<file path="src/hw/rtl/pfd_pkg.sv">
package pfd_pkg;

    // Largest frame accepted as well formed, in bytes
    localparam logic [16:0] MAX_FRAME_BYTES = 17'd65535;

    // Result kinds
    localparam logic KIND_PAYLOAD = 1'b0;
    localparam logic KIND_STATUS  = 1'b1;

    // Status codes, highest priority first after ok
    localparam logic [2:0] ST_OK        = 3'd0;
    localparam logic [2:0] ST_TOO_SHORT = 3'd1;
    localparam logic [2:0] ST_BAD_ID    = 3'd2;
    localparam logic [2:0] ST_LEN_ERR   = 3'd3;
    localparam logic [2:0] ST_SUM_ERR   = 3'd4;

    // Byte positions in the frame
    localparam logic [15:0] POS_ID_HI   = 16'd0;
    localparam logic [15:0] POS_ID_LO   = 16'd1;
    localparam logic [15:0] POS_HDR_LO  = 16'd2;
    localparam logic [15:0] POS_HDR_HI  = 16'd5;
    localparam logic [15:0] POS_LEN_HI  = 16'd6;
    localparam logic [15:0] POS_LEN_LO  = 16'd7;
    localparam logic [15:0] POS_PAYLOAD = 16'd8;
    localparam logic [15:0] POS_SAT     = 16'hFFFF;
    localparam logic [16:0] MIN_FRAME   = 17'd11;
    localparam logic [16:0] FRAME_OVHD  = 17'd10;

    typedef struct packed {
        logic [7:0] frame_byte;
        logic       last_byte;
    } t_in;

    typedef struct packed {
        logic        kind;
        logic [7:0]  payload_byte;
        logic [15:0] payload_index;
        logic [2:0]  status;
        logic [2:0]  version;
        logic        packet_type;
        logic        secondary_header;
        logic [10:0] apid;
        logic [1:0]  grouping;
        logic [13:0] sequence_count;
        logic [15:0] length_field;
        logic [15:0] checksum_received;
    } t_out;

endpackage

</file>
<file path="src/hw/rtl/pfd_parser.sv">
module pfd_parser
    import pfd_pkg::*;
(
    input  logic        i_clk,
    input  logic        i_rst_n,
    input  logic        i_cfg_we,
    input  logic [15:0] i_cfg_data,
    input  logic        i_acc,
    input  t_in         i_in,
    output logic        o_res_valid,
    output t_out        o_res
);

    logic [15:0] r_frame_id;
    logic [15:0] r_pos,      n_pos;
    logic [7:0]  r_id_high,  n_id_high;
    logic        r_id_match, n_id_match;
    logic [31:0] r_hdr,      n_hdr;
    logic [15:0] r_len,      n_len;
    logic [15:0] r_sum,      n_sum;
    logic [7:0]  r_ck_high,  n_ck_high;

    logic        payload;
    logic [15:0] pay_idx;
    logic [16:0] count;
    logic [16:0] expected;
    logic [15:0] received;
    logic [2:0]  status;

    assign pay_idx  = r_pos - POS_PAYLOAD;
    assign payload  = (r_pos >= POS_PAYLOAD) && (r_pos != POS_SAT) && (pay_idx <= r_len);
    assign count    = {1'b0, r_pos} + 17'd1;
    assign expected = FRAME_OVHD + {1'b0, r_len + 16'd1};
    assign received = {r_ck_high, i_in.frame_byte};

    always_comb begin
        if (count < MIN_FRAME) begin
            status = ST_TOO_SHORT;
        end else if (!r_id_match) begin
            status = ST_BAD_ID;
        end else if (count > MAX_FRAME_BYTES || count != expected) begin
            status = ST_LEN_ERR;
        end else if (received != r_sum) begin
            status = ST_SUM_ERR;
        end else begin
            status = ST_OK;
        end
    end

    always_comb begin
        n_pos      = r_pos;
        n_id_high  = r_id_high;
        n_id_match = r_id_match;
        n_hdr      = r_hdr;
        n_len      = r_len;
        n_sum      = r_sum;
        n_ck_high  = r_ck_high;
        if (i_acc && !i_in.last_byte) begin
            if (r_pos == POS_ID_HI) begin
                n_id_high = i_in.frame_byte;
            end else if (r_pos == POS_ID_LO) begin
                n_id_match = ({r_id_high, i_in.frame_byte} == r_frame_id);
            end else if (r_pos >= POS_HDR_LO && r_pos <= POS_HDR_HI) begin
                n_hdr = {r_hdr[23:0], i_in.frame_byte};
            end else if (r_pos == POS_LEN_HI || r_pos == POS_LEN_LO) begin
                n_len = {r_len[7:0], i_in.frame_byte};
            end
            if (r_pos < POS_PAYLOAD || payload) begin
                n_sum = r_sum + {8'd0, i_in.frame_byte};
            end
            n_ck_high = i_in.frame_byte;
            if (r_pos != POS_SAT) begin
                n_pos = r_pos + 16'd1;
            end
        end else if (i_acc) begin
            // final byte: back to the start-of-frame state
            n_pos      = '0;
            n_id_high  = '0;
            n_id_match = 1'b0;
            n_hdr      = '0;
            n_len      = '0;
            n_sum      = '0;
            n_ck_high  = '0;
        end
    end

    always_comb begin
        o_res       = '0;
        o_res_valid = i_acc && (i_in.last_byte || payload);
        if (i_in.last_byte) begin
            o_res.kind   = KIND_STATUS;
            o_res.status = status;
            if (status == ST_OK || status == ST_LEN_ERR || status == ST_SUM_ERR) begin
                o_res.version          = r_hdr[31:29];
                o_res.packet_type      = r_hdr[28];
                o_res.secondary_header = r_hdr[27];
                o_res.apid             = r_hdr[26:16];
                o_res.grouping         = r_hdr[15:14];
                o_res.sequence_count   = r_hdr[13:0];
                o_res.length_field     = r_len;
            end
            if (status == ST_OK || status == ST_SUM_ERR) begin
                o_res.checksum_received = received;
            end
        end else begin
            o_res.kind          = KIND_PAYLOAD;
            o_res.payload_byte  = i_in.frame_byte;
            o_res.payload_index = pay_idx;
        end
    end

    always_ff @(posedge i_clk) begin
        if (!i_rst_n) begin
            r_frame_id <= '0;
            r_pos      <= '0;
            r_id_high  <= '0;
            r_id_match <= 1'b0;
            r_hdr      <= '0;
            r_len      <= '0;
            r_sum      <= '0;
            r_ck_high  <= '0;
        end else begin
            if (i_cfg_we) begin
                r_frame_id <= i_cfg_data;
            end
            r_pos      <= n_pos;
            r_id_high  <= n_id_high;
            r_id_match <= n_id_match;
            r_hdr      <= n_hdr;
            r_len      <= n_len;
            r_sum      <= n_sum;
            r_ck_high  <= n_ck_high;
        end
    end

endmodule

</file>
<file path="src/hw/rtl/pfd_out_buf.sv">
module pfd_out_buf
    import pfd_pkg::*;
(
    input  logic i_clk,
    input  logic i_rst_n,
    input  logic i_push,
    input  t_out i_data,
    output logic o_full,
    output logic o_valid,
    input  logic i_stall,
    output t_out o_data
);

    // two-entry result queue: head drives the port, tail catches a stalled push
    logic [1:0] r_count, n_count;
    t_out       r_head,  n_head;
    t_out       r_tail,  n_tail;
    logic       pop;

    assign pop     = (r_count != 2'd0) && !i_stall;
    assign o_valid = (r_count != 2'd0);
    assign o_full  = (r_count == 2'd2);
    assign o_data  = r_head;

    always_comb begin
        n_count = r_count;
        n_head  = r_head;
        n_tail  = r_tail;
        case ({i_push, pop})
            2'b01: begin
                n_head  = r_tail;
                n_count = r_count - 2'd1;
            end
            2'b10: begin
                if (r_count == 2'd0) begin
                    n_head = i_data;
                end else begin
                    n_tail = i_data;
                end
                n_count = r_count + 2'd1;
            end
            2'b11: begin
                // push is never taken while full, so one entry is held here
                n_head = i_data;
            end
            default: begin
            end
        endcase
    end

    always_ff @(posedge i_clk) begin
        if (!i_rst_n) begin
            r_count <= '0;
        end else begin
            r_count <= n_count;
        end
        r_head <= n_head;
        r_tail <= n_tail;
    end

endmodule

</file>
<file path="src/hw/rtl/packet_frame_decoder.sv">
// Results of taken requests are registered in the output queue that drives o_out_data.
// Throughput: one byte per cycle unless stalled; each: counter step, compare and add.
// Input stalls only while both result slots of the output queue are occupied.
// Reset: synchronous, active low; clears frame state, frame_id and the output queue.
module packet_frame_decoder
    import pfd_pkg::*;
(
    input  logic        i_clk,
    input  logic        i_rst_n,
    input  logic        i_cfg_we,
    input  logic [15:0] i_cfg_data,
    input  logic        i_in_valid,
    output logic        o_in_stall,
    input  t_in         i_in_data,
    output logic        o_out_valid,
    input  logic        i_out_stall,
    output t_out        o_out_data
);

    // request taken when valid and the queue has room
    logic in_acc;
    logic res_valid;
    t_out res;
    logic full;

    assign in_acc     = i_in_valid && !full;
    assign o_in_stall = full;

    // Frame parser: position counter, ID/header/length capture, running sum,
    // and the payload or status result formed in the same cycle.
    pfd_parser u_parser (
        .i_clk       (i_clk),
        .i_rst_n     (i_rst_n),
        .i_cfg_we    (i_cfg_we),
        .i_cfg_data  (i_cfg_data),
        .i_acc       (in_acc),
        .i_in        (i_in_data),
        .o_res_valid (res_valid),
        .o_res       (res)
    );

    // Result registers: two slots, so a waiting result does not hold up input.
    pfd_out_buf u_out_buf (
        .i_clk   (i_clk),
        .i_rst_n (i_rst_n),
        .i_push  (res_valid),
        .i_data  (res),
        .o_full  (full),
        .o_valid (o_out_valid),
        .i_stall (i_out_stall),
        .o_data  (o_out_data)
    );

endmodule

</file>
<file path="config.mk">
export PLATFORM = sky130hd
export DESIGN_NAME = packet_frame_decoder
export DESIGN_NICKNAME = d
export VERILOG_FILES = /design/src/hw/rtl/pfd_pkg.sv /design/src/hw/rtl/pfd_parser.sv /design/src/hw/rtl/pfd_out_buf.sv /design/src/hw/rtl/packet_frame_decoder.sv
export SDC_FILE = /design/constraint.sdc
export NUM_CORES = 1
export LEC_CHECK = 0
export ABC_AREA = 1
export BUFFER_PORTS_ARGS = -buffer_cell sky130_fd_sc_hd__clkbuf_2
export CORE_MARGIN = 8
export CORE_UTILIZATION = 52
export DETAILED_ROUTE_END_ITERATION = 10
export HOLD_SLACK_MARGIN = 0.05
export PLACE_DENSITY = 0.71
export SYNTH_ARGS = -nofsm -noshare
export SYNTH_HDL_FRONTEND = slang
export SYNTH_SLANG_ARGS = --single-unit
</file>
<file path="constraint.sdc">
create_clock -name i_clk -period 10.55 [get_ports i_clk]
set_input_delay 0.5275 -clock i_clk [delete_from_list [all_inputs] [get_ports i_clk]]
set_output_delay 0.5275 -clock i_clk [all_outputs]
set_load 0.01 [all_outputs]
</file>
# Word-level counts from Yosys, hierarchy flattened
# Index checks and enable logic that the tools add are counted.
# totals
reg_bits,299
# classes
bitwise_logic,1
muxes,35
n_lt_le_gt_ge,7
reduce_logical,32
addsub,8
n_eq_ne,23
# ops
operator,n
92-bit one-hot mux with 3 select lines,1
16-bit 2-to-1 mux,11
32-bit 2-to-1 mux,5
92-bit 2-to-1 mux,1
67-bit 2-to-1 mux,1
48-bit 2-to-1 mux,1
"16-bit by 1-bit adder with 16-bit output, second input constant",2
"16-bit by 3-bit equality test with 1-bit output, second input constant",2
8-bit 2-to-1 mux,4
24-bit 2-to-1 mux,1
"16-bit by 1-bit adder with 17-bit output, second input constant",1
"4-bit by 16-bit adder with 17-bit output, first input constant",1
"17-bit by 16-bit > comparator with 1-bit output, second input constant",1
"17-bit by 4-bit < comparator with 1-bit output, second input constant",1
17-bit != test,1
16-bit by 8-bit adder with 16-bit output,1
"16-bit by 1-bit equality test with 1-bit output, second input constant",1
16-bit equality test,1
"16-bit by 2-bit >= comparator with 1-bit output, second input constant",1
"16-bit by 4-bit >= comparator with 1-bit output, second input constant",1
16-bit less-or-equal comparator,1
"16-bit by 3-bit less-or-equal comparator with 1-bit output, second input constant",1
16-bit zero test,1
"16-bit by 4-bit < comparator with 1-bit output, second input constant",1
26 further kinds,63

# Depth between registers and ports, before layout
# logic_depth
ltp_word,14
mapped_depth,28

# By module
# A second synthesis with hierarchy kept.
# hier_totals
hier_cells,1838
area_unflattened_um2,15058.2
# by_module_without_submodules
module,cells_each,area_per_inst_um2,n_inst,seq_area_each_um2
pfd_parser,1332,8241.7,1,2262.2
pfd_out_buf,504,6806.5,1,5565.3
packet_frame_decoder,2,10.0,1,0.0

# Worst setup path before layout
# Ideal clock, no wire load.
# synth_timing
kind,register to register
start,register u_parser.r_pos[3]
end,"register u_out_buf.r_tail[0] (netlist bit), enable pin"
path_stages_with_launch,24
t_arrival_ns,6.837
required_time_ns,10.007
setup_ns,0.543
path_buffers,1
path_slack_ns,3.170
path_cell_list,dfxtp_1 > buf_2 > inv_1 > ha_1 > nand2_1 > nor3_1 > nand2_1 > inv_1 > nand2_1 > nor3_1 > xor2_1 > inv_1 > ha_1 > nand2_1 > inv_1 > nand3_1 > nor3_1 > nand3_1 > nand2_1 > nand2_1 > nand2_1 > ha_1 > inv_1 > nor2_1
# synth_between
elab_chain_cells,7
word_cells_on_any_way,10
cone_classes,1 x add/sub; 2 x order compare; 2 x eq/ne; 5 x reduce/logical
# synth_rtl
element,line_no,source
start: declaration,pfd_parser.sv:15,"logic [15:0] r_pos, n_pos;"
start signal: assignment,pfd_parser.sv:126,r_pos <= n_pos;
"16-bit by 4-bit subtractor with 16-bit output, or another cell as far along",pfd_parser.sv:30,assign pay_idx = r_pos - POS_PAYLOAD;
16-bit less-or-equal comparator or 1-bit logical AND (tied branches),pfd_parser.sv:31,assign payload = (r_pos >= POS_PAYLOAD) && (r_pos != POS_SAT) && (pay_idx <= r_len);
1-bit logical AND *,pfd_parser.sv:31,
1-bit logical OR *,pfd_parser.sv:89,o_res_valid = i_acc && (i_in.last_byte || payload);
1-bit logical AND *,pfd_parser.sv:89,
2-bit equality test *,pfd_out_buf.sv:29,"case ({i_push, pop})"
2-bit AND reduction (no source line) *,-,
end signal: assignment,pfd_out_buf.sv:58,r_tail <= n_tail;
end: declaration,pfd_out_buf.sv:17,"t_out r_tail, n_tail;"
# Mark *: on every way between the ends. The rest lies on a longest branch, timed or not.
# A chain may end at the register's enable or synchronous reset.

==> results.sh <==
export IMPL_num_io_pins=124
export IMPL_synthTopCellsByArea="edfxtp_1 (36%), dfxtp_1 (15%), nand2_1 (14%), nor2_1 (6.5%), a21oi_1 (3.9%)"
export IMPL_timing_final_crit_share_pct=55.1
export IMPL_endpoint_kind="flip-flop"
export IMPL_synth_seq_area_share_pct=51.3
export IMPL_p_leak_nw=6.89
export IMPL_synth_edf_count=184
export IMPL_die_y_um=187
export IMPL_cp_max_fo=88
export IMPL_cts_sinks=299
export IMPL_holdBufCountCts=0
export IMPL_rsz0062_at_grt="false"
export IMPL_die_x_um=187
export IMPL_postCtsSetupRepairBufs=0
export IMPL_crit_buf_inv=7
export IMPL_final_setup_viol_count=0
export IMPL_wl_um=40500
export IMPL_fin_setup_tns_ps=0
export IMPL_timing_rr_start="u_parser.r_pos[4]"
export IMPL_min_to="u_parser.r_frame_id[12]"
export IMPL_cp_arrival_ps=6090
export IMPL_antenna_found_initial=3
export IMPL_cts_buffer_depth=3
export IMPL_grt_pass1_vias=12048
export IMPL_syn_inst=1879
export IMPL_hold_path_class="input port to flip-flop"
export IMPL_r2r_cells=27
export IMPL_hold_path_startpoint="i_cfg_data[12]"
export IMPL_worstHoldPathCells=3
export IMPL_syn_nets=1946
export IMPL_cts_tree="done"
export IMPL_place_congestion=0.948
export IMPL_fillerInstances=2567
export IMPL_syn_area_sq_um=15200
export IMPL_timing_fmax_mhz=172
export IMPL_wire_per_inst_um=17.0
export IMPL_async_reset_ff_share_pct=0
export IMPL_root_buffer="clkbuf_16"
export IMPL_finalCriticalPeriod_ps=5810
export IMPL_cts_buffers_inserted=31
export IMPL_core_area_sq_um=28800
export IMPL_tightestPinTransition_ps=1200
export IMPL_clkLatencyLatePin_ps=560
export IMPL_fin_skew_ps=11.3
export IMPL_port_buffers=123
export IMPL_clockPowerShare_pct=34.0
export IMPL_crit_top_cell="nand2_1"
export IMPL_start_util_pct=53.0
export IMPL_p_switching_uw=981
export IMPL_via_per_inst=5.36
export IMPL_rows=62
export IMPL_hold_viol=0
export IMPL_drv_cap=0
export IMPL_clkTransAtPathRegs_ps=60
export IMPL_status="finished, final reports clean"
export IMPL_regToRegEndpoint="u_out_buf.o_data[0]"
export IMPL_cpPeakStageDelay_ps=620
export IMPL_area_growth_pct=12.6
export IMPL_drive_gt1_share_pct=11.9
export IMPL_swShare_pct=30.0
export IMPL_cp_slowest_cell="buf_4"
export IMPL_num_antenna_cells=0
export IMPL_synth_top_area_share_pct=36.2
export IMPL_power_internal_mw=2.29
export IMPL_cp_start_kind="flip-flop"
export IMPL_grt_max_degree=89
export IMPL_cts_max_level=1
export IMPL_ant_nets=0
export IMPL_synth_distinct_cells=45
export IMPL_irDropWorstVdd_uv=195
export IMPL_synth_largest_area_cell="edfxtp_1"
export IMPL_worst_slew_margin_rel_pct=18.9
export IMPL_num_vias=12752
export IMPL_required_ps=10830
export IMPL_fp_dieArea_sq_um=35100
export IMPL_holdWs_ps=195
export IMPL_grt_pass1_wl_um=64500
export IMPL_powerDensity_nw_per_um2=191
export IMPL_synth_ff_type="edfxtp_1"
export IMPL_crit_family="simple AND/OR/NAND/NOR gates"
export IMPL_final_max_slew_violation_count=0
export IMPL_cts_repair_resized=0
export IMPL_nNetsFinal=2036
export IMPL_overflow=0
export IMPL_r2r_slack_ps=4740
export IMPL_drc=0
export IMPL_synth_seq_cells=299
export IMPL_drt_iter0_drc=1101
export IMPL_track_usage_pct=22.2
export IMPL_path_class="flip-flop to flip-flop"
export IMPL_dr_pass1_iters=5
export IMPL_sequentialPowerShare_pct=46.0
export IMPL_yosys_warnings=0
export IMPL_place_hpwl_um=28700
export IMPL_postSynthAreaPerCell_sq_um=8.11
export IMPL_p_comb_share_pct=20.1
## layout make-up
cell class | count | area, sq um | area share [%]
Tap cell | 384 | 480 | 2.80
Clock inverter | 12 | 176 | 1.03
Clock buffer | 46 | 872 | 5.08
Timing Repair Buffer | 135 | 706 | 4.11
Multi-Input combinational cell | 1360 | 6580 | 38.3
Sequential cell | 299 | 7830 | 45.6
Inverter | 142 | 533 | 3.10
## how the worst max path moves through the flow
| stage | cells after the start | to | from | slack, ps |
|---|---|---|---|---|
| 2_1_floorplan | 23 | u_out_buf.r_tail[0] | u_parser.r_pos[3] | 3170 |
| 3_3_place_gp | 27 | u_out_buf.o_data[4] | u_parser.r_pos[3] | 5190 |
| 3_5_place_dp | 27 | u_out_buf.o_data[0] | u_parser.r_pos[4] | 4960 |
| 4_1_cts | 27 | u_out_buf.o_data[0] | u_parser.r_pos[4] | 4910 |
| 5_1_grt | 27 | u_out_buf.o_data[6] | u_parser.r_pos[4] | 4280 |
| 6_report | 27 | u_out_buf.o_data[0] | u_parser.r_pos[4] | 4740 |
## state kept, by name, summed over array words and instances, names as in the netlist, 8 cells and up
signal	count
u_parser.r_pos	16
u_out_buf.r_tail	92
u_parser.r_frame_id	16
u_parser.r_id_high	8
u_parser.r_sum	16
u_parser.r_len	16
u_parser.r_hdr	32
u_out_buf.o_data	92
u_parser.r_ck_high	8
## cell usage in the layout (no fill, tap or decap), drive strengths merged, types with 2 or more instances in the layout
| cell | Yosys | final |
|---|---|---|
| ha | 36 | 36 |
| nand2 | 578 | 578 |
| o2111ai | 2 | 2 |
| nand3 | 116 | 116 |
| dfxtp | 115 | 115 |
| bufinv | 0 | 4 |
| edfxtp | 184 | 184 |
| inv | 138 | 139 |
| clkbuf | 52 | 169 |
| nor3b | 2 | 2 |
| xnor2 | 12 | 12 |
| a211oi | 9 | 9 |
| nor3 | 18 | 18 |
| nor4 | 8 | 8 |
| xor2 | 23 | 23 |
| buf | 26 | 12 |
| or2 | 6 | 6 |
| o21ai | 67 | 67 |
| o31ai | 2 | 2 |
| o21a | 7 | 7 |
| nand3b | 5 | 5 |
| a21oi | 120 | 120 |
| o211ai | 2 | 2 |
| nand4 | 46 | 46 |
| nor2 | 291 | 291 |
| and2 | 3 | 3 |
| clkinv | 4 | 11 |
## stage by stage
step                      power, mW  utilization, %  std cells  area [sq um]  worst slack, ps
after global routing           3.43            59.7       2378         17200             4280
final                          3.27            59.7       2378         17200             4740
after detailed placement       2.18            56.0       2320         16100             4960
after floorplan                1.94               -       1879         15200             3170
after global placement         2.17            56.0       2320         16100             5190
after CTS                      3.30            59.7       2378         17200             4910
## per-layer routing
| layer | routed length (um) | GRT usage (%) |
|---|---|---|
| met3 | 3070 | 4.46 |
| met1 | 18400 | 30.8 |
| met4 | 769 | 4.83 |
| met5 | 41 | 0 |
| met2 | 18200 | 35.4 |
## cell usage after synthesis, types with 5 or more instances
| cell type | number |
|---|---|
| o21a_1 | 7 |
| ha_1 | 36 |
| or2_2 | 6 |
| a21oi_1 | 120 |
| nor2_2 | 10 |
| nor2_1 | 263 |
| clkbuf_1 | 52 |
| a211oi_1 | 9 |
| nor3_1 | 18 |
| nand2_2 | 7 |
| nand4_1 | 46 |
| xnor2_1 | 12 |
| inv_1 | 135 |
| nand2_1 | 569 |
| o21ai_0 | 67 |
| nand3b_1 | 5 |
| edfxtp_1 | 184 |
| dfxtp_1 | 115 |
| nand3_1 | 111 |
| buf_1 | 7 |
| nor4_1 | 8 |
| buf_2 | 15 |
| nor2_4 | 17 |
| xor2_1 | 23 |
## cells by family (layout without fill, tap and decap cells)
kind of cell | after synthesis | in the layout | synth area share (%)
simple gates | 1074 | 1074 | 30.3
flops | 299 | 299 | 51.3
buf+inv | 220 | 335 | 5.74
compound gates | 214 | 214 | 7.51
fa+ha+maj | 37 | 37 | 3.09
xor+xnor | 35 | 35 | 2.01
## power by group through the flow
stage | logic, mW | registers (mW) | clock network (mW)
global route | 0.733 | 1.52 | 1.18
finish | 0.657 | 1.51 | 1.11
floorplan | 0.376 | 1.57 | 0
global placement | 0.646 | 1.53 | 0
CTS | 0.661 | 1.51 | 1.13
detailed placement | 0.655 | 1.53 | 0
## worst register-to-register path: cells and delay by family, from the launching register on
| family | cells | cell delay [ps] |
|---|---|---|
| buf+inv | 7 | 1830 |
| xor+xnor | 1 | 260 |
| simple gates | 15 | 2400 |
| compound gates | 2 | 140 |
| flops | 1 | 350 |
| fa+ha+maj | 2 | 550 |
(Power assumes the default switching activity.)
